### config.mk
export PLATFORM = sky130hd
export DESIGN_NAME = rtc_cordic_stage
export DESIGN_NICKNAME = d
export VERILOG_FILES = /design/src/rtl/core/rtc_pkg.sv /design/src/rtl/core/rtc_cordic_stage.sv
export SDC_FILE = /design/constraint.sdc
export NUM_CORES = 1
export LEC_CHECK = 0
export BUFFER_PORTS_ARGS = -buffer_cell sky130_fd_sc_hd__buf_2
export CAP_MARGIN = 25
export CORE_MARGIN = 8
export CORE_UTILIZATION = 49
export DETAILED_ROUTE_END_ITERATION = 10
export GPL_ROUTABILITY_DRIVEN = 1
export HOLD_SLACK_MARGIN = 0.08
export PLACE_DENSITY = 0.78
export SYNTH_ARGS = -nofsm -noshare
export SYNTH_HDL_FRONTEND = slang
export SYNTH_SLANG_ARGS = --single-unit
export TNS_END_PERCENT = 1
### constraint.sdc
create_clock -name clock -period 2.5 [get_ports clock]
set_input_delay 0.125 -clock clock [delete_from_list [all_inputs] [get_ports clock]]
set_output_delay 0.125 -clock clock [all_outputs]
set_load 0.01 [all_outputs]
### src/rtl/core/rtc_pkg.sv
// Package for the rectangular to cylindrical converter: field widths,
// transfer structs, CORDIC constants and the arctangent table.
// No dependencies.
package rtc_pkg;

   localparam int CoordWidth = 16;
   localparam int GuardBits  = 16;
   localparam int AccWidth   = 32;
   // Guard bits plus growth headroom (sqrt(2) * CORDIC gain) plus sign.
   localparam int CordWidth  = CoordWidth + GuardBits + 3;

   // CORDIC gain compensation, Q0.32.
   localparam logic [31:0] GainQ32 = 32'd2608131496;

   // Angle units: 2^31 stands for pi.
   localparam logic [AccWidth-1:0] HalfPi    = 32'h4000_0000;
   localparam logic [AccWidth-1:0] NegHalfPi = 32'hC000_0000;

   typedef struct packed {
      logic signed [CoordWidth-1:0] x_coord;
      logic signed [CoordWidth-1:0] y_coord;
      logic signed [CoordWidth-1:0] z_coord;
   } req_type;

   typedef struct packed {
      logic [CoordWidth-1:0]        radius;
      logic signed [CoordWidth-1:0] angle;
      logic signed [CoordWidth-1:0] height;
   } rsp_type;

   // One pipeline slot of the vectoring engine.
   typedef struct packed {
      logic                         valid;
      logic                         origin;
      logic signed [CordWidth-1:0]  cx;
      logic signed [CordWidth-1:0]  cy;
      logic [AccWidth-1:0]          acc;
      logic signed [CoordWidth-1:0] height;
   } vec_type;

   // round(atan(2^-i) * 2^31 / pi)
   function automatic logic [AccWidth-1:0] atan_units(input logic [4:0] idx);
      logic [AccWidth-1:0] val;
      unique case (idx)
         5'd0:  val = 32'd536870912;
         5'd1:  val = 32'd316933406;
         5'd2:  val = 32'd167458907;
         5'd3:  val = 32'd85004756;
         5'd4:  val = 32'd42667331;
         5'd5:  val = 32'd21354465;
         5'd6:  val = 32'd10680862;
         5'd7:  val = 32'd5340245;
         5'd8:  val = 32'd2670163;
         5'd9:  val = 32'd1335087;
         5'd10: val = 32'd667544;
         5'd11: val = 32'd333772;
         5'd12: val = 32'd166886;
         5'd13: val = 32'd83443;
         5'd14: val = 32'd41722;
         5'd15: val = 32'd20861;
         5'd16: val = 32'd10430;
         5'd17: val = 32'd5215;
         5'd18: val = 32'd2608;
         5'd19: val = 32'd1304;
         5'd20: val = 32'd652;
         5'd21: val = 32'd326;
         5'd22: val = 32'd163;
         5'd23: val = 32'd81;
         5'd24: val = 32'd41;
         5'd25: val = 32'd20;
         5'd26: val = 32'd10;
         5'd27: val = 32'd5;
         5'd28: val = 32'd3;
         5'd29: val = 32'd1;
         5'd30: val = 32'd1;
         5'd31: val = 32'd0;
      endcase
      return val;
   endfunction

endpackage

### src/rtl/core/rtc_cordic_stage.sv
// One registered CORDIC micro-rotation in vectoring mode.
// Depends on rtc_pkg.
module rtc_cordic_stage #(
   parameter int STAGE = 0
) (
   input  logic             clock,
   input  logic             reset,
   input  rtc_pkg::vec_type vec_in,
   output rtc_pkg::vec_type vec_out
);
   import rtc_pkg::*;

   localparam logic [4:0]          Idx   = 5'(STAGE);
   localparam logic [AccWidth-1:0] Angle = atan_units(Idx);

   logic signed [CordWidth-1:0] dx;
   logic signed [CordWidth-1:0] dy;
   vec_type                     vec_nx;
   vec_type                     vec_ff;

   // arithmetic shifts round toward minus infinity
   assign dx = $signed(vec_in.cy) >>> STAGE;
   assign dy = $signed(vec_in.cx) >>> STAGE;

   always_comb begin
      vec_nx = vec_in;
      if (!vec_in.cy[CordWidth-1]) begin
         vec_nx.cx  = vec_in.cx + dx;
         vec_nx.cy  = vec_in.cy - dy;
         vec_nx.acc = vec_in.acc + Angle;
      end else begin
         vec_nx.cx  = vec_in.cx - dx;
         vec_nx.cy  = vec_in.cy + dy;
         vec_nx.acc = vec_in.acc - Angle;
      end
   end

   always_ff @(posedge clock) begin
      if (reset) begin
         vec_ff <= '0;
      end else begin
         vec_ff <= vec_nx;
      end
   end

   assign vec_out = vec_ff;

endmodule

==> flow_summary.toml <==
[sta]
hold_violations = 0
tightest_slew_ns = 0.589
fin_crit_sh = 0.994
final_max_slew_viol_count = 0
worst_hold_slack_ns = 0.0916
rsz0062_at_grt = "true"
period_minus_slack_ns = 2.48
max-slew-margin-rel = 0.601
setup_viol = 0
max_freq_ghz = 0.402

[route]
routedWlPerCell_um = 19.9
vias = 11300
firstDrtPassIters = 6
viasPerCell = 5.67
wl_um = 39500
postRouteAntennaNets = 0
drc_errors = 0
drt_iter0_markers = 1005

[critical_path]
cp-start-kind = "input pin"
crit_end = "vec_out[114]"
worst_ep_required_time_ns = 2.86
cp.arrival_ns = 2.85
crit_path_max_incr_delay_ns = 0.41
crit_type = "in -> reg"
slowest_stage = "or3b_4"
path_max_fanout = 3
critPathCaptureType = "flip-flop"
startpoint = "vec_in[49]"
cp_cell_sequence = "buf_2 -> inv_2 -> buf_4 -> ha_4 -> nor3b_2 -> o31ai_4 -> nand4_1 -> a221oi_4 -> o41ai_4 -> a31o_1 -> or3b_4 -> a21oi_2 -> mux2i_1"

[floorplan]
initial_core_util = 0.497
fp-row-count = 50
die_h_um = 153
ioPinCount = 242
dieArea_um2 = 23500
die_x_um = 153
coreArea_um2 = 18600

[global_routing]
track_usage = 0.323
overflow = 0
grt_pass1_vias = 11400
grt_pass1_wl_um = 61000
antenna_found_initial = 1
grt_max_degree = 46

[logic_synthesis]
syn_inst = 1191
seq_area_frac_synth = 0.258
synth_warnings = 0
synth_edf_count = 0
netlist_area_um2 = 9230
ys_seq_elements = 119
syn_avg_cell_area_um2 = 7.75
async_reset_ff_frac = 0
ys.flop_type = "dfxtp_1"
synth_nets = 1421
ys_types = 76

[cts]
cts.sink_count = 119
post_cts_buffers = 0
cts-root-buf = "clkbuf_16"
cts_tree = "yes"
numCtsBuffers = 17
cts_htree_levels = 4
cts_max_path_buffers = 2
clk_pin_slew_ns = 0.07

[outcome]
status = "completed"

[placed_design]
dp.cells = 1903
place_congestion = 1.02
dp_hpwl_um = 29700
placed_area_um2 = 12700
io_buffers = 241

[cells_and_area]
seqCellArea_um2 = 2380
final_area_um2 = 13900
syn2layout_area_growth_pct = 51.1
final_nets = 1969
instances_no_fill = 1987
multiInputGateArea_um2 = 6320
drive_gt1_frac = 0.357
n_fill_cell = 1401
largest_reg_flops = 119

[hold_path]
hold_class = "in -> reg"

[power]
powerDensity_nw_per_um2 = 548
leakage_nw = 7.07
ir_worst_vdd_v = 0.000493

[run]
maxCapViolCount = 0
==> power breakdown <==
group | switching, mW | leakage, nW | total [mW] | internal [mW]
Sequential | 0.0712 | 0.992 | 2.17 | 2.10
Combinational | 1.64 | 5.80 | 3.01 | 1.37
Clock | 1.13 | 0.278 | 2.46 | 1.33
Total | 2.84 | 7.07 | 7.64 | 4.80
==> stage by stage <==
stage          setup TNS (ns)   util  total power [mW]  setup slack [ns]
6_report                    0  0.751              7.64            0.0155
4_1_cts                     0  0.745              7.50          0.000228
3_5_place_dp           -14.41  0.684              5.00            -0.532
5_1_grt                -0.550  0.751              7.95            -0.145
3_3_place_gp           -12.21  0.684              4.96            -0.522
2_1_floorplan         -0.0124      -              3.64          -0.00625
==> routing by layer <==
| layer | share of wire | vias to the layer above | global-route usage |
|---|---|---|---|
| met3 | 0.083 | 144 | 0.0708 |
| li1 | - | 5222 | - |
| met4 | 0.049 | 2 | 0.169 |
| met2 | 0.48 | 644 | 0.566 |
| met1 | 0.39 | 5256 | 0.361 |
| met5 | 0.00028 | - | 0 |
==> cell usage after synthesis (all sizes together) (5+ instances only) <==
cell | n | area, µm²
o21ai | 76 | 384
a21oi | 122 | 637
o211ai | 11 | 82.6
clkbuf | 34 | 128
o21bai | 22 | 165
o22ai | 8 | 50.1
nor2 | 129 | 484
o41ai | 5 | 70.1
xor2 | 6 | 52.6
nor4 | 11 | 68.8
a21o | 19 | 143
o31a | 5 | 43.8
nand4 | 14 | 87.6
a2111oi | 5 | 56.3
or3 | 8 | 50.1
nand2 | 65 | 244
a221oi | 5 | 68.8
o31ai | 13 | 111
nor2b | 56 | 350
inv | 116 | 435
ha | 104 | 1300
a21boi | 7 | 52.6
nand3 | 17 | 85.1
a211o | 7 | 61.3
a211oi | 16 | 120
or2 | 5 | 31.3
buf | 24 | 119
a31oi | 8 | 50.1
dfxtp | 119 | 2380
xnor2 | 45 | 394
mux2i | 27 | 270
nor3 | 27 | 140
nand2b | 9 | 56.3
==> worst min-delay path by stage <==
stage / from / to / slack, ns / cells after the start
2_1_floorplan: vec_in[45] / vec_out[45] / 0.20 / 1
5_1_grt: vec_in[46] / vec_out[46] / 0.13 / 4
6_report: vec_in[46] / vec_out[46] / 0.09 / 4
3_3_place_gp: vec_in[45] / vec_out[45] / 0.31 / 2
3_5_place_dp: vec_in[45] / vec_out[45] / 0.31 / 2
4_1_cts: vec_in[46] / vec_out[46] / 0.09 / 4
==> cell usage in the layout (no fill, tap or decap), drive strengths merged, types with 17 or more instances in the layout <==
| cell type | instances |
|---|---|
| inv | 126 |
| a21oi | 122 |
| mux2i | 27 |
| buf | 536 |
| ha | 104 |
| o21ai | 76 |
| nand2 | 65 |
| xnor2 | 45 |
| nor3 | 27 |
| dfxtp | 119 |
| nor2 | 129 |
| clkbuf | 17 |
| nor2b | 56 |
| o21bai | 22 |
| nand3 | 17 |
| dlygate4sd3 | 51 |
| a21o | 19 |
==> area by class of cell <==
type / instances / area share
multi-input combinational: 897 / 0.453
timing repair buffer: 587 / 0.282
sequential: 119 / 0.171
inverter: 117 / 0.0315
clock buffer: 17 / 0.0305
tap: 234 / 0.0210
clock inverter: 15 / 0.0109
antenna: 1 / 0.000179
==> cells by family after synthesis <==
logic type / share of synthesized area
AOI/OAI and AO/OA: 0.257
and+or+nand+nor: 0.183
buffers and inverters: 0.0743
DFF: 0.258
adders and majority gates: 0.150
xor gates and xnor gates: 0.0484
muxes: 0.0293
==> critical path: cells and delay by family <==
kind                       cells  cell delay [ns]
AOI/OAI and AO/OA              5             1.19
adders and majority gates      1             0.27
muxes                          1             0.19
and+or+nand+nor                3             0.69
buffers and inverters          3             0.38
==> timing repair <==
item,in CTS,in global routing
endpoints found under the hold margin,52,0
pin swaps,3,7
endpoints found under the setup margin,8,30
gates resized for setup,4,26
hold buffers,51,0
Note: power is estimated with default switching activity, not from simulation.
