--- src/rtl/core/rtc_pkg.sv ---
// Package for the rectangular to cylindrical converter: field widths,
// transfer structs, CORDIC constants and the arctangent table.
// No dependencies.
package rtc_pkg;

   localparam int CoordWidth = 16;
   localparam int GuardBits  = 16;
   localparam int AccWidth   = 32;
   // Guard bits plus growth headroom (sqrt(2) * CORDIC gain) plus sign.
   localparam int CordWidth  = CoordWidth + GuardBits + 3;

   // CORDIC gain compensation, Q0.32.
   localparam logic [31:0] GainQ32 = 32'd2608131496;

   // Angle units: 2^31 stands for pi.
   localparam logic [AccWidth-1:0] HalfPi    = 32'h4000_0000;
   localparam logic [AccWidth-1:0] NegHalfPi = 32'hC000_0000;

   typedef struct packed {
      logic signed [CoordWidth-1:0] x_coord;
      logic signed [CoordWidth-1:0] y_coord;
      logic signed [CoordWidth-1:0] z_coord;
   } req_type;

   typedef struct packed {
      logic [CoordWidth-1:0]        radius;
      logic signed [CoordWidth-1:0] angle;
      logic signed [CoordWidth-1:0] height;
   } rsp_type;

   // One pipeline slot of the vectoring engine.
   typedef struct packed {
      logic                         valid;
      logic                         origin;
      logic signed [CordWidth-1:0]  cx;
      logic signed [CordWidth-1:0]  cy;
      logic [AccWidth-1:0]          acc;
      logic signed [CoordWidth-1:0] height;
   } vec_type;

   // round(atan(2^-i) * 2^31 / pi)
   function automatic logic [AccWidth-1:0] atan_units(input logic [4:0] idx);
      logic [AccWidth-1:0] val;
      unique case (idx)
         5'd0:  val = 32'd536870912;
         5'd1:  val = 32'd316933406;
         5'd2:  val = 32'd167458907;
         5'd3:  val = 32'd85004756;
         5'd4:  val = 32'd42667331;
         5'd5:  val = 32'd21354465;
         5'd6:  val = 32'd10680862;
         5'd7:  val = 32'd5340245;
         5'd8:  val = 32'd2670163;
         5'd9:  val = 32'd1335087;
         5'd10: val = 32'd667544;
         5'd11: val = 32'd333772;
         5'd12: val = 32'd166886;
         5'd13: val = 32'd83443;
         5'd14: val = 32'd41722;
         5'd15: val = 32'd20861;
         5'd16: val = 32'd10430;
         5'd17: val = 32'd5215;
         5'd18: val = 32'd2608;
         5'd19: val = 32'd1304;
         5'd20: val = 32'd652;
         5'd21: val = 32'd326;
         5'd22: val = 32'd163;
         5'd23: val = 32'd81;
         5'd24: val = 32'd41;
         5'd25: val = 32'd20;
         5'd26: val = 32'd10;
         5'd27: val = 32'd5;
         5'd28: val = 32'd3;
         5'd29: val = 32'd1;
         5'd30: val = 32'd1;
         5'd31: val = 32'd0;
      endcase
      return val;
   endfunction

endpackage

--- src/rtl/core/rtc_quadrant.sv ---
// Input register with quadrant pre-rotation into the right half plane.
// Depends on rtc_pkg.
module rtc_quadrant (
   input  logic             clock,
   input  logic             reset,
   input  logic             valid_in,
   input  rtc_pkg::req_type req_in,
   output rtc_pkg::vec_type vec_out
);
   import rtc_pkg::*;

   localparam int ExtBits = CordWidth - CoordWidth - GuardBits;

   logic signed [CordWidth-1:0] cx0;
   logic signed [CordWidth-1:0] cy0;
   vec_type                     vec_in;
   vec_type                     vec_ff;

   assign cx0 = {{ExtBits{req_in.x_coord[CoordWidth-1]}}, req_in.x_coord,
                 {GuardBits{1'b0}}};
   assign cy0 = {{ExtBits{req_in.y_coord[CoordWidth-1]}}, req_in.y_coord,
                 {GuardBits{1'b0}}};

   always_comb begin
      vec_in.valid  = valid_in;
      vec_in.origin = (req_in.x_coord == '0) && (req_in.y_coord == '0);
      vec_in.height = req_in.z_coord;
      vec_in.cx     = cx0;
      vec_in.cy     = cy0;
      vec_in.acc    = '0;
      if (cx0[CordWidth-1]) begin
         // rotate by -pi/2 or +pi/2 toward the positive x axis
         if (!cy0[CordWidth-1]) begin
            vec_in.cx  = cy0;
            vec_in.cy  = -cx0;
            vec_in.acc = HalfPi;
         end else begin
            vec_in.cx  = -cy0;
            vec_in.cy  = cx0;
            vec_in.acc = NegHalfPi;
         end
      end
   end

   always_ff @(posedge clock) begin
      if (reset) begin
         vec_ff <= '0;
      end else begin
         vec_ff <= vec_in;
      end
   end

   assign vec_out = vec_ff;

endmodule

--- config.mk ---
export PLATFORM = sky130hd
export DESIGN_NAME = rtc_quadrant
export DESIGN_NICKNAME = d
export VERILOG_FILES = /design/src/rtl/core/rtc_pkg.sv /design/src/rtl/core/rtc_quadrant.sv
export SDC_FILE = /design/constraint.sdc
export NUM_CORES = 1
export LEC_CHECK = 0
export ABC_CLOCK_PERIOD_IN_PS = 2400
export BUFFER_PORTS_ARGS = -buffer_cell sky130_fd_sc_hd__buf_2
export CAP_MARGIN = 15
export CORE_UTILIZATION = 44
export CTS_CLUSTER_SIZE = 30
export DETAILED_ROUTE_END_ITERATION = 7
export HOLD_SLACK_MARGIN = 0.15
export PLACE_DENSITY = 0.81
export SLEW_MARGIN = 20
export SYNTH_ARGS = -nofsm -noshare
export SYNTH_HDL_FRONTEND = slang
export SYNTH_SLANG_ARGS = --single-unit
--- constraint.sdc ---
create_clock -name clock -period 2.4 [get_ports clock]
set_clock_uncertainty 0.05 [all_clocks]
set_input_delay 0.36 -clock clock [delete_from_list [all_inputs] [get_ports clock]]
set_output_delay 0.36 -clock clock [all_outputs]
set_load 0.02 [all_outputs]
==> results of run 1 <==
worst paths after layout:
path	startpoint	to	slack, ps
min	req_in[0]	vec_out[0]	180
max	req_in[16]	vec_out[113]	660
per-layer routing:
layer	vias up	GRT usage
met5	-	0
met4	0	0.122
met1	1101	0.213
li1	1178	-
met3	10	0.0517
met2	154	0.309
where the power goes:
part           total (mW)  internal, mW  switching (mW)  leakage (nW)
combinational       0.481         0.149           0.331          1.12
sequential           1.04          1.03          0.0141         0.483
clock                1.00         0.590           0.410         0.106
total                2.52          1.76           0.755          1.70
stage by stage:
step | power, mW | area, um^2 | setup slack (ps) | instances
2_1_floorplan | 1.46 | 3140 | 514 | 387
3_3_place_gp | 1.53 | 3270 | 359 | 493
3_5_place_dp | 1.54 | 3270 | 322 | 493
4_1_cts | 2.54 | 3490 | 680 | 509
5_1_grt | 2.61 | 3490 | 575 | 509
6_report | 2.52 | 3490 | 663 | 509
cell type report:
class,count,area [um^2]
clock buffers,9,124
clock inverters,7,101
fillers,553,2860
inverters,6,22.5
multi-input cells,241,1410
flip-flops and latches,58,1160
well taps,77,96.3
repair buffers,111,576
cell families (layout without fill, tap and decap cells):
kind of cell               Yosys count  in the layout  share of synthesized area
other                                1             65                    0.00129
adders and majority gates            2              2                    0.00863
muxes                                4              4                     0.0138
and+or+nand+nor                     97             97                      0.180
xor gates and xnor gates            21             21                     0.0634
AOI/OAI and AO/OA                   52             52                      0.137
DFF                                 58             58                      0.401
buffers and inverters               88            133                      0.195
critical path, delay by kind of cell:
kind,cells,cell delay [ps]
buffers and inverters,2,190
adders and majority gates,1,150
xor gates and xnor gates,1,110
and+or+nand+nor,1,580
AOI/OAI and AO/OA,2,560
cells in the final DEF, fill, tap and decap left out, types with 2 or more instances in the layout:
master / Yosys / routed
a41oi_1: 5 / 5
a31oi_1: 3 / 3
a311oi_1: 2 / 2
xor2_1: 12 / 12
nor2_1: 35 / 35
a211oi_1: 20 / 20
clkinv_4: 0 / 2
nor3_1: 7 / 7
mux2i_1: 4 / 4
clkinvlp_4: 0 / 2
o31ai_1: 5 / 5
o21ai_0: 6 / 6
a21oi_1: 4 / 4
a211o_1: 2 / 2
or3_1: 7 / 7
ha_1: 2 / 2
nor2b_1: 22 / 22
conb_1: 1 / 65
dfxtp_1: 58 / 58
bufinv_16: 0 / 2
o41ai_2: 3 / 3
buf_2: 1 / 108
inv_1: 6 / 6
clkbuf_8: 0 / 9
nor4_1: 4 / 4
xnor2_1: 9 / 9
nor3b_1: 5 / 5
nand2_1: 8 / 8
buf_4: 62 / 2
==> results.yml, run 1 <==
run_status:
  outcome: "finished clean"
routing:
  routed_wl_um: 6490
  viasPerCell: 4.80
  routedWlPerCell_um: 12.8
  drt-met1-wl_um: 2620
  dr_total_vias: 2443
  dr_wl_met3_um: 637
  drt_iter0_drc: 159
  top_layer_used: "met4"
  antenna_left: 0
  drc: 0
  wl_met2_um: 3120
  dr.pass1.iters: 7
clocking:
  cts_buffers: 9
  cts_root_buffer: "clkbuf_8"
  htree_levels: 3
  cts_sinks: 58
  cts_hold_buf: 0
  post_cts_resized: 0
  cts_tree: "yes"
  postCtsSetupBuffers: 0
  clk_path_buf_depth: 2
  cts.clk_slew.worst_paths_ps: 70
sta:
  fin_tns_setup_ps: 0
  finalSetupViolations: 0
  final_hold_viol_count: 0
  finalCriticalPeriod_ps: 1740
  rsz0062_at_grt: "false"
  max_freq_mhz: 576
  maxSlewHeadroom: 0.590
  post-route-period-util: 0.724
  worstMarginPinSlew_ps: 615
  whs_ps: 177
  drv_slew: 0
critical_path:
  setup.worst_path.end_class: "flop"
  crit_type: "input port to flop"
  worst_path_max_delay_cell: "or3b_2"
  crit_fanout: 7
  cp_slowest_stage_delay_ps: 580
  setup.worst_path.start_class: "input port"
  cp.arrival_ps: 1940
  path_cells: "buf_2 > inv_1 > ha_1 > or3b_2 > o41ai_2 > xor2_1 > a211oi_1"
  required_ps: 2610
finish:
  drive_above_1_share: 0.310
  syn_to_final_growth_pct: 20.5
  diodes: 0
  nNetsFinal: 480
  final_core_util: 0.550
  largest_reg_flops: 58
floorplan:
  coreArea_um2: 6350
  dieArea_um2: 6920
  io_pins: 171
  rows: 29
  start_util: 0.457
  die_x_um: 83.2
  die_y_um: 83.2
placed_design:
  hpwl_um: 4680
  gp_congestion: 0.881
  numPortBuffers: 108
yosys:
  synth_commonest_cells: "62 x buf_4, 58 x dfxtp_1, 35 x nor2_1, 22 x nor2b_1, 20 x a211oi_1"
  synth_most_common_cell: "buf_4"
  syn-cell-area_um2: 2900
  synth.area.top_cells: "dfxtp_1 40%, buf_4 16%, a211oi_1 5.2%"
  ys_seq_elements: 58
  synth-main-ff-cell: "dfxtp_1"
  async_reset_ff_frac: 0
  synth_edf_count: 0
  syn_avg_cell_area_um2: 8.98
  syn_inst: 323
  synth_top_area_share: 0.401
  post-synth-top-area-cell: "dfxtp_1"
  synth.distinct_cells: 38
  yosys_warnings: 0
  yosysSeqAreaShare: 0.401
global_route:
  overflow: 0
  track_usage: 0.188
  grt_pass1_wl_um: 10200
  grt_start_max_net_pins: 37
  grt_pass1_vias: 2168
  grt_antenna_before_repair: 0
flow_run:
  drv_cap: 0
hold_path:
  holdPathStages: 2
  hp-class: "input port to flop"
power:
  ir_drop_mv: 0.725
  power.density_nw_per_um2: 721
  p_leak_nw: 1.70
Note: power is estimated with default switching activity, not from simulation.
==> run 2, diff against run 1 <==
--- a/config.mk
+++ b/config.mk
@@ -5,7 +5,7 @@
 export SDC_FILE = /design/constraint.sdc
 export NUM_CORES = 1
 export LEC_CHECK = 0
-export ABC_CLOCK_PERIOD_IN_PS = 2400
+export ABC_CLOCK_PERIOD_IN_PS = 1600
 export BUFFER_PORTS_ARGS = -buffer_cell sky130_fd_sc_hd__buf_2
 export CAP_MARGIN = 15
 export CORE_UTILIZATION = 44
==> constraint.sdc (replaced) <==
create_clock -name clock -period 1.6 [get_ports clock]
set_clock_uncertainty 0.05 [all_clocks]
set_input_delay 0.24 -clock clock [delete_from_list [all_inputs] [get_ports clock]]
set_output_delay 0.24 -clock clock [all_outputs]
set_load 0.02 [all_outputs]
==> run 2 against run 1 <==
Global-route usage grew 2.1 points. Setup slack lost 600 ps. Non-clock buffer count grew 54. Critical path depth shrank 1. Final cell count grew 11%. Sequential share of layout area shrank 4.2 points. Total power grew 49%.
==> results.yml, run 2 (synthesis gave the netlist of run 1 again) <==
global_route:
  grt_antenna_before_repair: 0
  grtUsageMet2: 0.350
  top_usage_layer: "met2"
  track_usage: 0.209
  grt_pass1_wl_um: 11400
  grt_start_max_net_pins: 30
  grt_pass1_vias: 2409
  overflow: 0
  use_met1: 0.240
  grt_use_met3: 0.0785
finish:
  seq_area_um2: 1160
  diodes: 0
  largest_reg_flops: 58
  syn_to_final_growth_pct: 37.9
  nNetsFinal: 534
  drive_above_1_share: 0.362
  final_cell_mix: "108 x buf_2, 65 x conb_1, 58 x dfxtp_1"
  n_fill_cell: 477
  final_common_cell: "buf_2"
  multiInputGateArea_um2: 1460
placed_design:
  pre_cts_slack_ps: -284
  gp_congestion: 0.897
  numPortBuffers: 108
  hpwl_um: 4970
critical_path:
  critical-path-top-delay-family: "buffers and inverters"
  path_cells: "dlygate4sd3_1 > buf_2 > nor4_2 > a41oi_1 > xnor2_1 > o21ai_0"
  setup.worst_path.end_class: "flop"
  cp_slowest_stage_delay_ps: 540
  setup.worst_path.start_class: "input port"
  crit_buf_inv: 2
  required_ps: 1810
  crit_fanout: 4
  worst_path_max_delay_cell: "dlygate4sd3_1"
  cp.arrival_ps: 1750
  crit_type: "input port to flop"
clocking:
  cts_sinks: 58
  cts.clk_slew.worst_paths_ps: 70
  cts_buffers: 9
  clk_path_buf_depth: 2
  postCtsSetupBuffers: 0
  cts_tree: "yes"
  htree_levels: 3
  cts_root_buffer: "clkbuf_8"
floorplan:
  io_pins: 171
  dieArea_um2: 6920
  die_y_um: 83.2
  start_util: 0.457
  coreArea_um2: 6350
  rows: 29
  die_x_um: 83.2
routing:
  drt_iter0_drc: 140
  routed_wl_um: 7180
  viasPerCell: 4.70
  antenna_left: 0
  dr.pass1.iters: 4
  dr_total_vias: 2644
  routedWlPerCell_um: 12.8
  drc: 0
run_status:
  outcome: "finished clean"
sta:
  post-route-period-util: 0.963
  final_hold_viol_count: 0
  maxSlewHeadroom: 0.635
  worstMarginPinSlew_ps: 547
  finalCriticalPeriod_ps: 1540
  max_freq_mhz: 649
  setup_ws_ps: 58.5
  finalSetupViolations: 0
  drv_slew: 0
hold_path:
  hp-class: "input port to flop"
flow_run:
  drv_cap: 0
power:
  power.total_mw: 3.76
  power.density_nw_per_um2: 941
  p_leak_nw: 1.95
  ir_drop_mv: 0.813
-- run 2: routing by layer --
metal,vias up,share of wire
met1,1196,0.41
li1,1287,-
met4,0,0.017
met5,-,0
met3,12,0.093
met2,149,0.48
-- run 2: final timing paths --
check	startpoint	end	slack, ps	cells past startpoint
worst min-delay path	req_in[46]	vec_out[118]	180	4
worst max-delay path	req_in[45]	vec_out[78]	60	6
-- run 2: what timing repair did --
action / in CTS / in global routing
hold endpoints to repair: 21 / 0
hold buffers: 21 / 0
setup endpoints to repair: 0 / 3
gates resized for setup: 0 / 3
-- run 2: tightest hold or removal path: stages --
cell     delay (ps)
buf_2           120
nor3_1           50
nand3_1          70
nor2_1           40
-- run 2: cell type report --
| type | instances | share of cell area |
|---|---|---|
| sequential | 58 | 0.291 |
| tap | 77 | 0.0241 |
| inverter | 6 | 0.0100 |
| clock buffer | 10 | 0.0344 |
| multi-input combinational | 241 | 0.366 |
| clock inverter | 6 | 0.0166 |
| timing repair buffer | 165 | 0.259 |
-- run 2: metrics by stage --
step                      setup TNS (ps)  instances  hold slack, ps  utilization  instance area [um^2]
after floorplan                     -111        387             268            -                  3200
after global placement             -1870        526             399        0.561                  3560
after detailed placement           -2270        526             406        0.561                  3560
after CTS                              0        563             163        0.627                  3980
after global routing              -0.421        563             165        0.629                  4000
final                                  0        563             183        0.629                  4000
-- run 2: report_power, final --
part / internal [mW] / switching (mW) / total [mW]
logic: 0.311 / 0.531 / 0.842
clock network: 0.760 / 0.599 / 1.36
registers: 1.54 / 0.0232 / 1.56
total: 2.61 / 1.15 / 3.76
