$ cat src/rtl/core/rtc_pkg.sv
// Package for the rectangular to cylindrical converter: field widths,
// transfer structs, CORDIC constants and the arctangent table.
// No dependencies.
package rtc_pkg;

   localparam int CoordWidth = 16;
   localparam int GuardBits  = 16;
   localparam int AccWidth   = 32;
   // Guard bits plus growth headroom (sqrt(2) * CORDIC gain) plus sign.
   localparam int CordWidth  = CoordWidth + GuardBits + 3;

   // CORDIC gain compensation, Q0.32.
   localparam logic [31:0] GainQ32 = 32'd2608131496;

   // Angle units: 2^31 stands for pi.
   localparam logic [AccWidth-1:0] HalfPi    = 32'h4000_0000;
   localparam logic [AccWidth-1:0] NegHalfPi = 32'hC000_0000;

   typedef struct packed {
      logic signed [CoordWidth-1:0] x_coord;
      logic signed [CoordWidth-1:0] y_coord;
      logic signed [CoordWidth-1:0] z_coord;
   } req_type;

   typedef struct packed {
      logic [CoordWidth-1:0]        radius;
      logic signed [CoordWidth-1:0] angle;
      logic signed [CoordWidth-1:0] height;
   } rsp_type;

   // One pipeline slot of the vectoring engine.
   typedef struct packed {
      logic                         valid;
      logic                         origin;
      logic signed [CordWidth-1:0]  cx;
      logic signed [CordWidth-1:0]  cy;
      logic [AccWidth-1:0]          acc;
      logic signed [CoordWidth-1:0] height;
   } vec_type;

   // round(atan(2^-i) * 2^31 / pi)
   function automatic logic [AccWidth-1:0] atan_units(input logic [4:0] idx);
      logic [AccWidth-1:0] val;
      unique case (idx)
         5'd0:  val = 32'd536870912;
         5'd1:  val = 32'd316933406;
         5'd2:  val = 32'd167458907;
         5'd3:  val = 32'd85004756;
         5'd4:  val = 32'd42667331;
         5'd5:  val = 32'd21354465;
         5'd6:  val = 32'd10680862;
         5'd7:  val = 32'd5340245;
         5'd8:  val = 32'd2670163;
         5'd9:  val = 32'd1335087;
         5'd10: val = 32'd667544;
         5'd11: val = 32'd333772;
         5'd12: val = 32'd166886;
         5'd13: val = 32'd83443;
         5'd14: val = 32'd41722;
         5'd15: val = 32'd20861;
         5'd16: val = 32'd10430;
         5'd17: val = 32'd5215;
         5'd18: val = 32'd2608;
         5'd19: val = 32'd1304;
         5'd20: val = 32'd652;
         5'd21: val = 32'd326;
         5'd22: val = 32'd163;
         5'd23: val = 32'd81;
         5'd24: val = 32'd41;
         5'd25: val = 32'd20;
         5'd26: val = 32'd10;
         5'd27: val = 32'd5;
         5'd28: val = 32'd3;
         5'd29: val = 32'd1;
         5'd30: val = 32'd1;
         5'd31: val = 32'd0;
      endcase
      return val;
   endfunction

endpackage

$ cat src/rtl/core/rtc_finish.sv
// Gain compensation, radius rounding and saturation, angle rounding:
// three register stages after the CORDIC chain. Depends on rtc_pkg.
module rtc_finish (
   input  logic             clock,
   input  logic             reset,
   input  rtc_pkg::vec_type vec_in,
   output logic             rsp_valid,
   output rtc_pkg::rsp_type rsp_out
);
   import rtc_pkg::*;

   localparam int MagWidth  = CordWidth - 1;
   localparam int LowWidth  = MagWidth / 2;
   localparam int HighWidth = MagWidth - LowWidth;
   localparam int SumWidth  = MagWidth + 33;
   localparam int RadShift  = GuardBits + 32;
   localparam int RadWidth  = SumWidth - RadShift;
   localparam int AngShift  = AccWidth - CoordWidth;

   localparam logic [SumWidth-1:0]   RoundHalf = SumWidth'(1) << (RadShift - 1);
   localparam logic [RadWidth-1:0]   MaxRad    = RadWidth'({CoordWidth{1'b1}});

   // stage 1: partial products, angle rounding
   logic [MagWidth-1:0]          mag;
   logic [LowWidth+31:0]         plo_in;
   logic [HighWidth+31:0]        phi_in;
   logic [CoordWidth-1:0]        ang_round;
   logic [CoordWidth-1:0]        angle_in;
   logic                         s1_valid_ff;
   logic [LowWidth+31:0]         s1_plo_ff;
   logic [HighWidth+31:0]        s1_phi_ff;
   logic [CoordWidth-1:0]        s1_angle_ff;
   logic signed [CoordWidth-1:0] s1_height_ff;

   // stage 2: product sum with rounding offset
   logic [SumWidth-1:0]          sum_in;
   logic                         s2_valid_ff;
   logic [SumWidth-1:0]          s2_sum_ff;
   logic [CoordWidth-1:0]        s2_angle_ff;
   logic signed [CoordWidth-1:0] s2_height_ff;

   // stage 3: saturate into the result register
   logic [RadWidth-1:0]          rad_full;
   rsp_type                      rsp_in;
   logic                         rsp_valid_ff;
   rsp_type                      rsp_ff;

   assign mag    = vec_in.cx[CordWidth-1] ? '0 : vec_in.cx[MagWidth-1:0];
   assign plo_in = {{32{1'b0}}, mag[LowWidth-1:0]} * {{LowWidth{1'b0}}, GainQ32};
   assign phi_in = {{32{1'b0}}, mag[MagWidth-1:LowWidth]} *
                   {{HighWidth{1'b0}}, GainQ32};

   generate
      if (AngShift > 0) begin : g_ang_round
         logic [AccWidth-1:0] ang_sum;
         assign ang_sum   = vec_in.acc + (AccWidth'(1) << (AngShift - 1));
         assign ang_round = ang_sum[AccWidth-1:AngShift];
      end else begin : g_ang_full
         assign ang_round = vec_in.acc[CoordWidth-1:0];
      end
   endgenerate

   assign angle_in = vec_in.origin ? '0 : ang_round;

   always_ff @(posedge clock) begin
      s1_plo_ff    <= plo_in;
      s1_phi_ff    <= phi_in;
      s1_angle_ff  <= angle_in;
      s1_height_ff <= vec_in.height;
      if (reset) begin
         s1_valid_ff <= 1'b0;
      end else begin
         s1_valid_ff <= vec_in.valid;
      end
   end

   assign sum_in = SumWidth'({s1_phi_ff, {LowWidth{1'b0}}}) + SumWidth'(s1_plo_ff)
                   + RoundHalf;

   always_ff @(posedge clock) begin
      s2_sum_ff    <= sum_in;
      s2_angle_ff  <= s1_angle_ff;
      s2_height_ff <= s1_height_ff;
      if (reset) begin
         s2_valid_ff <= 1'b0;
      end else begin
         s2_valid_ff <= s1_valid_ff;
      end
   end

   assign rad_full = s2_sum_ff[SumWidth-1:RadShift];

   always_comb begin
      rsp_in.radius = (rad_full > MaxRad) ? {CoordWidth{1'b1}}
                                          : rad_full[CoordWidth-1:0];
      rsp_in.angle  = s2_angle_ff;
      rsp_in.height = s2_height_ff;
   end

   always_ff @(posedge clock) begin
      rsp_ff <= rsp_in;
      if (reset) begin
         rsp_valid_ff <= 1'b0;
      end else begin
         rsp_valid_ff <= s2_valid_ff;
      end
   end

   assign rsp_valid = rsp_valid_ff;
   assign rsp_out   = rsp_ff;

endmodule

$ cat config.mk
export PLATFORM = sky130hd
export DESIGN_NAME = rtc_finish
export DESIGN_NICKNAME = d
export VERILOG_FILES = /design/src/rtl/core/rtc_pkg.sv /design/src/rtl/core/rtc_finish.sv
export SDC_FILE = /design/constraint.sdc
export NUM_CORES = 1
export LEC_CHECK = 0
export ABC_CLOCK_PERIOD_IN_PS = 9450
export BUFFER_PORTS_ARGS = -buffer_cell sky130_fd_sc_hd__buf_2
export CAP_MARGIN = 20
export CORE_AREA = 2 2 261 263
export DETAILED_ROUTE_END_ITERATION = 12
export DIE_AREA = 0 0 263 265
export PLACE_DENSITY_LB_ADDON = 0.1
export SYNTH_ARGS = -nofsm -noshare
export SYNTH_HDL_FRONTEND = slang
export SYNTH_SLANG_ARGS = --single-unit
export TNS_END_PERCENT = 5
$ cat constraint.sdc
create_clock -name clock -period 9.45 [get_ports clock]
set_clock_uncertainty 0.15 [all_clocks]
set_input_delay 0.4725 -clock clock [delete_from_list [all_inputs] [get_ports clock]]
set_output_delay 0.4725 -clock clock [all_outputs]
set_load 0.02 [all_outputs]
==> results of run 1 <==
synthesized netlist by cell type, drive strengths merged (3+ instances only):
master,count
nand3,29
inv,666
fa,387
nor2b,29
a31oi,7
or3,4
dfxtp,209
or2,7
nor3,16
o21ai,38
nand2b,47
nand2,58
and2,5
nor2,60
and2b,4
o31ai,8
o21a,13
clkbuf,23
a221o,3
a21o,58
nand4,15
and3,11
a21oi,83
ha,363
a221oi,3
o211ai,3
a211oi,9
o21bai,11
xor2,45
xnor2,60
o41ai,3
timing repair:
item                      4_1_cts  5_1_grt
hold endpoints to repair       19        0
hold buffers                   18        0
buffers inserted                0        0
layer usage:
metal	up-vias	share of wire	GRT usage
met2	259	0.46	0.2779
met4	0	0.012	0.02363
met3	39	0.047	0.02963
li1	7370	-	-
met1	7443	0.48	0.2424
met5	-	0	0
power by group through the flow:
stage | Clock [mW] | Sequential [mW] | Combinational [mW]
after floorplan | 0 | 1.35 | 5.65
after global placement | 0 | 1.33 | 7.56
after detailed placement | 0 | 1.33 | 7.57
after CTS | 1.04 | 1.31 | 7.66
after global routing | 1.08 | 1.33 | 8.68
final | 1.01 | 1.31 | 7.55
flip-flops by register name, indices dropped and copies added (netlist names):
register      flops
rsp_out          48
s1_phi_ff        46
s1_plo_ff        29
s2_sum_ff        19
s1_angle_ff      16
s1_height_ff     16
s2_angle_ff      16
s2_height_ff     16
rsp_valid         1
s1_valid_ff       1
s2_valid_ff       1
layout make-up:
type,instances,area share
repair buffers,142,0.03127
multi-input cells,1406,0.6346
well taps,873,0.04212
clock buffers,34,0.02813
flip-flops and latches,209,0.1614
inverters,666,0.09641
clock inverters,11,0.006128
layout by cell type, fill, tap and decap left out, types with 18 or more instances in the layout:
cell type,Yosys,layout
a21oi_1,83,83
inv_1,666,666
o21ai_0,33,33
xnor2_1,60,60
dfxtp_1,209,209
nor2b_1,29,29
fa_1,387,387
buf_2,1,120
nor2_1,60,60
xor2_1,45,45
nand2b_1,46,46
nand3_1,29,29
ha_1,363,363
dlygate4sd3_1,0,18
a21o_1,56,56
clkbuf_16,0,25
nand2_1,58,58
cells by family after synthesis:
| logic type | after synthesis | synth area share |
|---|---|---|
| AOI/OAI and AO/OA | 256 | 0.07339 |
| xor gates and xnor gates | 105 | 0.03958 |
| adders and majority gates | 750 | 0.5289 |
| and+or+nand+nor | 294 | 0.06569 |
| buffers and inverters | 691 | 0.1119 |
| DFF | 209 | 0.1801 |
| muxes | 1 | 0.0004308 |
critical path, stage by stage:
cell	delay, ns
buf_2	0.55
nand2b_1	0.36
inv_1	0.22
ha_1	0.53
inv_1	0.11
fa_1	0.52
inv_1	0.06
fa_1	0.47
fa_1	0.50
inv_1	0.06
fa_1	0.57
inv_1	0.07
fa_1	0.50
ha_1	0.34
nand4_1	0.17
nor3_1	0.33
o2111ai_1	0.28
a211oi_2	0.36
o21ai_2	0.14
o21a_4	0.27
o211ai_2	0.27
a31oi_1	0.24
o41ai_2	0.28
xnor2_1	0.11
through the flow:
stage,setup WS (ns),hold WS [ns],power (mW),area (um2)
global route,1.493,0.02671,11.09,25930
global placement,1.313,0.1602,8.884,24860
floorplan,2.334,0.1596,7.001,23240
finish,1.864,0.03565,9.865,25930
detailed placement,1.307,0.1621,8.901,24860
CTS,1.854,0.002631,10.01,25930
how the worst min path moves through the flow:
stage	from	endpoint	slack, ns	cells past startpoint
floorplan	s2_height_ff[0]	rsp_out[0]	0.16	0
global placement	s1_height_ff[4]	s2_height_ff[4]	0.16	0
detailed placement	s2_angle_ff[4]	rsp_out[20]	0.16	0
CTS	vec_in[47]	s1_angle_ff[15]	0.003	3
global route	vec_in[47]	s1_angle_ff[15]	0.03	3
finish	vec_in[39]	s1_angle_ff[7]	0.04	3
==> impl_metrics.py, run 1 <==
metrics = {
    "final_layout": {
        "fill_cells": 6787,
        "multi_input_area_um2": 16460,
        "layout.cells.non_filler": 3341,
        "antenna_cells": 0,
        "drive_gt1_frac": 0.08063,
        "utilization": 0.3882,
        "nNetsFinal": 3322,
        "syn_to_final_growth_pct": 11.60,
        "ff_latch_area_um2": 4184,
    },
    "pwr": {
        "p_seq_frac": 0.132,
        "swShare": 0.4904,
        "p_per_area_nw_per_um2": 380.4,
        "power.internal_mw": 5.027,
        "switchingPower_mw": 4.838,
        "peakVddDrop_mv": 0.2323,
        "pwr-share-clk": 0.102,
        "p_leak_nw": 14.01,
        "p_comb_frac": 0.766,
    },
    "global_route": {
        "antenna_found_initial": 0,
        "grtUsageTotal": 0.1705,
        "grt_max_degree": 40,
        "grt_pass1_wl_mm": 92.18,
        "overflow": 0,
        "grt_pass1_vias": 16440,
    },
    "timing": {
        "tightestPinTransition_ns": 1.034,
        "hold_viol": 0,
        "grt_setup_unrepaired": "false",
        "fmax_mhz": 131.8,
        "finalSetupViolations": 0,
        "layout_min_cycle_time_ns": 7.586,
        "min_period_over_period": 0.8028,
        "final.setup.tns_ns": 0,
        "slew_headroom": 0.3092,
        "report.final.slew_viol_count": 0,
    },
    "critical_path": {
        "setup.worst_path.start": "vec_in[117]",
        "r2r-start": "s1_plo_ff[23]",
        "cp-end-kind": "register",
        "crit_end": "s1_plo_ff[48]",
        "reg2reg_to": "s2_sum_ff[64]",
        "crit_arrival_ns": 7.85,
        "reg2regPathDepth": 12,
        "crit_type": "input port to register",
        "reg2reg_slack_ns": 5.69,
        "crit_path_max_fanout": 39,
        "crit_path_start_kind": "input port",
        "cp.required_ns": 9.72,
    },
    "clock_network": {
        "cts_root_buffer": "clkbuf_16",
        "clk_pin_slew_ns": 0.06,
        "tritoncts": "done",
        "cts_inserted_buffers": 25,
        "clock_path_buffers": 3,
        "insertion_delay_ns": 0.54,
        "ctsResizeCount": 0,
        "cts.htree.levels": 1,
        "clkSinkCount": 209,
    },
    "logic_synthesis": {
        "synth_flop_cell": "dfxtp_1",
        "ys_ff_latch": 209,
        "netlist.top_cell.by_area": "fa_1",
        "synth_top_area_share": 0.3334,
        "synth_edf_count": 0,
        "syn_nets": 3178,
        "netlist_area_um2": 23240,
        "syn_avg_cell_area_um2": 10.08,
        "yosysWarnings": 0,
        "seq_area_frac_synth": 0.1801,
        "yosysUniqueCellTypes": 65,
        "async_reset_ff_frac": 0,
        "ys_top_cells_by_area": "fa_1 (33%), ha_1 (20%), dfxtp_1 (18%), inv_1 (11%), xnor2_1 (2.3%)",
        "syn_inst": 2306,
    },
    "outcome": {
        "status": "completed",
    },
    "floorplan": {
        "rows": 95,
        "die_x_um": 263,
        "core-area_um2": 66800,
        "die_y_um": 265,
        "die_area_um2": 69700,
        "initial_core_util": 0.3478,
        "ios": 171,
    },
    "route": {
        "ant_nets": 0,
        "first_iter_violations": 622,
        "vias_per_cell": 4.523,
        "route.detailed.drc": 0,
        "wire_per_inst_um": 17.11,
        "detail_route.first_pass.iterations": 5,
        "wl_mm": 57.16,
        "vias": 15110,
    },
    "place": {
        "place_congestion": 0.9050,
        "dpl.hpwl_mm": 51.15,
        "dp.cells": 3278,
        "numPortBuffers": 120,
    },
    "worst_hold_path": {
        "hp-class": "input port to register",
    },
    "job": {
        "cap_viol_max_count": 0,
    },
}
Power figures use the tool's default switching activity.
==> run 2, diff against run 1 <==
--- a/config.mk
+++ b/config.mk
@@ -5,7 +5,7 @@
 export SDC_FILE = /design/constraint.sdc
 export NUM_CORES = 1
 export LEC_CHECK = 0
-export ABC_CLOCK_PERIOD_IN_PS = 9450
+export ABC_CLOCK_PERIOD_IN_PS = 6220
 export BUFFER_PORTS_ARGS = -buffer_cell sky130_fd_sc_hd__buf_2
 export CAP_MARGIN = 20
 export CORE_AREA = 2 2 261 263
==> constraint.sdc (replaced) <==
create_clock -name clock -period 6.22 [get_ports clock]
set_clock_uncertainty 0.15 [all_clocks]
set_input_delay 0.311 -clock clock [delete_from_list [all_inputs] [get_ports clock]]
set_output_delay 0.311 -clock clock [all_outputs]
set_load 0.02 [all_outputs]
==> run 2 against run 1 <==
Worst hold slack got worse by 0.012 ns. Sequential share of layout area decreased by 2.1 points. Utilization up 5.9 points. Total power grew 84%. Global-route usage increased by 1.4 points. Final area is 15% higher. Sequential power up 51%. Die area unchanged. First-iteration DRC count increased by 4.2%. Via count increased by 11%. Combinational power up 96%. Largest cell class unchanged.
==> impl_metrics.py, run 2 (synthesized netlist as in run 1, its figures left out) <==
metrics = {
    "global_route": {
        "grt_pass1_wl_mm": 100.2,
        "antenna_found_initial": 3,
        "overflow": 0,
        "grt_pass1_vias": 18330,
        "grt_max_degree": 17,
        "grtUsageTotal": 0.1848,
    },
    "critical_path": {
        "crit_arrival_ns": 6.30,
        "cp-end-kind": "register",
        "crit_path_max_fanout": 8,
        "crit_path_start_kind": "input port",
        "cp.required_ns": 6.48,
        "crit_type": "input port to register",
    },
    "route": {
        "vias": 16740,
        "met1_length_mm": 30.39,
        "wl_met3_mm": 3.399,
        "wl_mm": 62.64,
        "vias_per_cell": 4.409,
        "route.detailed.drc": 0,
        "first_iter_violations": 648,
        "routed.top_layer": "met5",
        "dr_wl_met2_mm": 27.70,
        "wire_per_inst_um": 16.50,
        "detail_route.first_pass.iterations": 4,
        "ant_nets": 0,
    },
    "floorplan": {
        "die_area_um2": 69700,
        "rows": 95,
        "ios": 171,
        "die_y_um": 265,
        "core-area_um2": 66800,
        "initial_core_util": 0.3478,
        "die_x_um": 263,
    },
    "place": {
        "place_ws_ns": -1.081,
        "numPortBuffers": 120,
        "place_congestion": 0.9177,
        "dp.cells": 3686,
        "dpl.hpwl_mm": 56.36,
    },
    "clock_network": {
        "clk_pin_slew_ns": 0.06,
        "cts_root_buffer": "clkbuf_16",
        "tritoncts": "done",
        "cts.htree.levels": 1,
        "insertion_delay_ns": 0.54,
        "clock_path_buffers": 3,
        "clkSinkCount": 209,
        "cts_inserted_buffers": 25,
    },
    "worst_hold_path": {
        "hp-class": "input port to register",
    },
    "final_layout": {
        "final_common_cell": "inv_1",
        "utilization": 0.4475,
        "largest_reg_flops": 48,
        "layout.cells.non_filler": 3797,
        "nNetsFinal": 3778,
        "syn_to_final_growth_pct": 28.66,
        "mostFrequentLayoutCells": "inv_1 (658), buf_4 (418), fa_1 (370), ha_1 (350), dfxtp_1 (209)",
        "drive_gt1_frac": 0.2381,
        "fill_cells": 6547,
    },
    "timing": {
        "slew_headroom": 0.4160,
        "tightestPinTransition_ns": 0.8713,
        "min_period_over_period": 0.9723,
        "hold_viol": 0,
        "layout_min_cycle_time_ns": 6.048,
        "fin_ws_ns": 0.1725,
        "report.final.slew_viol_count": 0,
        "grt_setup_unrepaired": "true",
        "finalSetupViolations": 0,
        "whs_ns": 0.02404,
        "fmax_mhz": 165.4,
    },
    "pwr": {
        "finalPower_mw": 18.16,
        "p_per_area_nw_per_um2": 607.6,
        "p_leak_nw": 16.31,
        "peakVddDrop_mv": 0.4795,
    },
    "job": {
        "cap_viol_max_count": 0,
    },
    "outcome": {
        "status": "completed",
    },
}
-- run 2: cell count changes in the layout (fill, tap and decap cells not counted), sizes merged --
cell and change:
bufinv -2, dlygate4sd3 +38, clkbuf +2, diode +1, buf +417
-- run 2: metal layers --
metal,GRT usage,vias up
met5,0,-
met3,0.03493,57
met2,0.2944,244
li1,-,8278
met1,0.2648,8156
met4,0.03012,6
-- run 2: final timing paths --
path	slack, ns	from	cells past startpoint	end
max	0.17	vec_in[117]	24	s1_phi_ff[42]
min	0.02	vec_in[118]	2	s1_angle_ff[12]
max reg2reg	2.44	s1_plo_ff[22]	12	s2_sum_ff[64]
min reg2reg	0.17	s2_angle_ff[2]	0	rsp_out[18]
-- run 2: report_power, final --
part / switching, mW / internal, mW / total (mW) / leakage (nW)
combinational: 7.50 / 7.27 / 14.8 / 14.2
clock: 0.569 / 0.845 / 1.41 / 0.402
sequential: 0.126 / 1.86 / 1.98 / 1.76
-- run 2: timing repair --
item / 4_1_cts / 5_1_grt
endpoints found under the setup margin: 33 / 29
setup buffers: 0 / 9
endpoints found under the hold margin: 35 / 0
hold buffers: 56 / 0
pin swaps: 3 / 48
gates resized for setup: 18 / 81
cloned: 0 / 1
-- run 2: layout make-up --
| class | instances | area (um2) | area share |
|---|---|---|---|
| Clock buffer | 35 | 713.2 | 0.02386 |
| Antenna cell | 1 | 2.502 | 0.00008370 |
| Sequential cell | 209 | 4184 | 0.1400 |
| Multi-Input combinational cell | 1406 | 16920 | 0.5658 |
| Inverter | 666 | 2500 | 0.08362 |
| Clock inverter | 9 | 95.09 | 0.003181 |
| Timing Repair Buffer | 598 | 4393 | 0.1469 |
| Tap cell | 873 | 1092 | 0.03654 |
-- run 2: per-stage QoR --
step                      setup TNS, ns  cell area (um2)
after floorplan                 -0.8186            23340
after global placement           -31.38            27990
after detailed placement         -33.91            27990
after CTS                     -0.002291            29430
after global routing           -0.09728            29900
final                                 0            29900
-- run 2: critical path: stages --
cell	delay, ns
buf_16	0.14
buf_4	0.18
nor2b_4	0.22
fa_2	0.51
fa_1	0.54
inv_1	0.05
fa_1	0.49
inv_1	0.06
fa_1	0.47
fa_1	0.49
inv_1	0.05
fa_1	0.50
inv_1	0.04
ha_1	0.28
a21o_1	0.16
a21o_1	0.17
a221o_1	0.39
a2111oi_4	0.36
o41ai_4	0.14
a31oi_2	0.25
o21ai_2	0.08
a21oi_2	0.16
o21ai_1	0.08
xor2_1	0.14
==> run 3, diff against run 2 <==
--- a/config.mk
+++ b/config.mk
@@ -5,7 +5,7 @@
 export SDC_FILE = /design/constraint.sdc
 export NUM_CORES = 1
 export LEC_CHECK = 0
-export ABC_CLOCK_PERIOD_IN_PS = 6220
+export ABC_CLOCK_PERIOD_IN_PS = 6300
 export BUFFER_PORTS_ARGS = -buffer_cell sky130_fd_sc_hd__buf_2
 export CAP_MARGIN = 20
 export CORE_AREA = 2 2 261 263
==> constraint.sdc (replaced) <==
create_clock -name clock -period 6.3 [get_ports clock]
set_clock_uncertainty 0.15 [all_clocks]
set_input_delay 0.315 -clock clock [delete_from_list [all_inputs] [get_ports clock]]
set_output_delay 0.315 -clock clock [all_outputs]
set_load 0.02 [all_outputs]
==> run 3 against run 2 <==
Clock-buffer cell count did not move. Final area shrank 0.52%. First-iteration DRC count is 12% higher. Clock power rose by 8%. Sequential power barely moved. Critical path type unchanged.
==> impl_metrics.py, run 3 (synthesized netlist as in run 1, its figures left out) <==
metrics = {
    "floorplan": {
        "initial_core_util": 0.3478,
        "ios": 171,
        "rows": 95,
        "die_y_um": 265,
        "die_area_um2": 69700,
        "core-area_um2": 66800,
        "die_x_um": 263,
    },
    "final_layout": {
        "ff_latch_area_um2": 4184,
        "final_common_cell": "inv_1",
        "fill_cells": 6530,
        "largest_reg_flops": 48,
        "mostFrequentLayoutCells": "inv_1 (661), buf_4 (404), fa_1 (378), ha_1 (348), dfxtp_1 (209)",
        "multi_input_area_um2": 16920,
        "finalInstanceArea_um2": 29740,
        "nNetsFinal": 3753,
        "syn_to_final_growth_pct": 28.00,
        "drive_gt1_frac": 0.2299,
    },
    "global_route": {
        "antenna_found_initial": 1,
        "grtUsageTotal": 0.1848,
        "grt_max_degree": 18,
        "overflow": 0,
        "grt_pass1_wl_mm": 99.83,
        "grt_pass1_vias": 17890,
    },
    "job": {
        "cap_viol_max_count": 0,
    },
    "timing": {
        "fmax_mhz": 163.0,
        "tightestPinTransition_ns": 0.8767,
        "hold_viol": 0,
        "layout_min_cycle_time_ns": 6.136,
        "finalSetupViolations": 0,
        "slew_headroom": 0.4124,
        "whs_ns": 0.02679,
        "report.final.slew_viol_count": 0,
        "grt_setup_unrepaired": "true",
        "min_period_over_period": 0.9740,
    },
    "route": {
        "vias": 16770,
        "wire_per_inst_um": 16.62,
        "route.detailed.drc": 0,
        "first_iter_violations": 727,
        "detail_route.first_pass.iterations": 5,
        "wl_mm": 62.66,
        "ant_nets": 0,
        "vias_per_cell": 4.447,
    },
    "pwr": {
        "switchingPower_mw": 8.014,
        "swShare": 0.4474,
        "pwr-share-clk": 0.085,
        "finalPower_mw": 17.91,
        "p_leak_nw": 16.21,
        "power.internal_mw": 9.900,
        "peakVddDrop_mv": 0.5078,
        "p_comb_frac": 0.806,
        "p_seq_frac": 0.109,
        "p_per_area_nw_per_um2": 602.3,
    },
    "critical_path": {
        "crit_arrival_ns": 6.43,
        "setup.worst_path.start": "vec_in[117]",
        "crit_path_start_kind": "input port",
        "cp.required_ns": 6.60,
        "path_delay_family": "adder cells",
        "crit_type": "input port to register",
        "cp_slowest_cell": "fa_1",
        "r2r-start": "s1_plo_ff[22]",
        "crit_buf_inv": 7,
        "crit_path_max_fanout": 17,
        "cp-end-kind": "register",
        "cpPeakStageDelay_ns": 0.56,
    },
    "place": {
        "numPortBuffers": 120,
        "dpl.hpwl_mm": 56.63,
        "place_congestion": 0.8955,
        "placed_cell_area_um2": 27880,
    },
    "clock_network": {
        "clkSinkCount": 209,
        "cts_inserted_buffers": 24,
        "clk_pin_slew_ns": 0.06,
        "tritoncts": "done",
        "cts_root_buffer": "clkbuf_16",
        "insertion_delay_ns": 0.54,
        "clock_path_buffers": 3,
        "cts.htree.levels": 1,
    },
    "worst_hold_path": {
        "hp-class": "input port to register",
        "min_from": "vec_in[118]",
    },
    "outcome": {
        "status": "completed",
    },
}
==> run 3: cell types whose count changed in the layout (fill, tap and decap cells not counted), sizes merged <==
cell,delta
clkbuf,-1
dlygate4sd3,-10
inv,-1
bufinv,+3
clkinv,-4
buf,-13
==> run 3: cell type report <==
class                           count  share of cell area
Clock buffer                       35             0.02465
Timing Repair Buffer              574              0.1401
Multi-Input combinational cell   1406              0.5689
Tap cell                          873             0.03673
Inverter                          666             0.08406
Clock inverter                      7            0.004880
Sequential cell                   209              0.1407
Antenna cell                        1          0.00008414
==> run 3: routing by layer <==
layer	vias up	GRT usage	wire, um	share of wire
li1	8217	-	-	-
met1	8284	0.2716	31180	0.50
met2	237	0.2961	28300	0.45
met3	31	0.02750	2697	0.043
met4	0	0.02054	485	0.0077
met5	-	0	0	0
==> run 3: worst register-to-register path, delay by kind of cell (launching register included) <==
family | cells | cell delay [ns]
xor+xnor | 1 | 0.15
fa+ha+maj | 2 | 0.57
compound gates | 6 | 1.74
simple gates | 3 | 0.82
flops | 1 | 0.31
==> run 3: worst paths after layout <==
path | endpoint | slack [ns] | cells after the start
max reg2reg | s2_sum_ff[64] | 2.45 | 12
min reg2reg | s2_height_ff[2] | 0.17 | 0
max | s1_plo_ff[48] | 0.16 | 25
min | s1_angle_ff[2] | 0.03 | 2
==> run 3: repair_timing <==
action                                  4_1_cts  5_1_grt
pin swaps                                     4       51
resized for setup                            11       76
setup buffers                                 0        9
hold buffers                                 46        0
hold endpoints to repair                     34        0
endpoints found under the setup margin       29       26
==> run 3: power by group through the flow <==
stage | clock network [mW] | registers [mW] | logic [mW]
finish | 1.52 | 1.96 | 14.4
global route | 1.63 | 1.99 | 16.3
CTS | 1.57 | 1.96 | 14.1
detailed placement | 0 | 1.99 | 13.8
global placement | 0 | 1.99 | 13.9
floorplan | 0 | 2.02 | 8.55
==> run 3: stage by stage <==
| step | cells | setup TNS (ns) | utilization | setup WS, ns |
|---|---|---|---|---|
| 2_1_floorplan | 2306 | -0.2706 | - | -0.08627 |
| 3_3_place_gp | 3673 | -25.58 | 0.4174 | -0.9864 |
| 3_5_place_dp | 3673 | -27.79 | 0.4174 | -0.9919 |
| 4_1_cts | 3761 | -0.06832 | 0.4381 | -0.05465 |
| 5_1_grt | 3771 | -0.1028 | 0.4452 | -0.02591 |
| 6_report | 3771 | 0 | 0.4452 | 0.1635 |
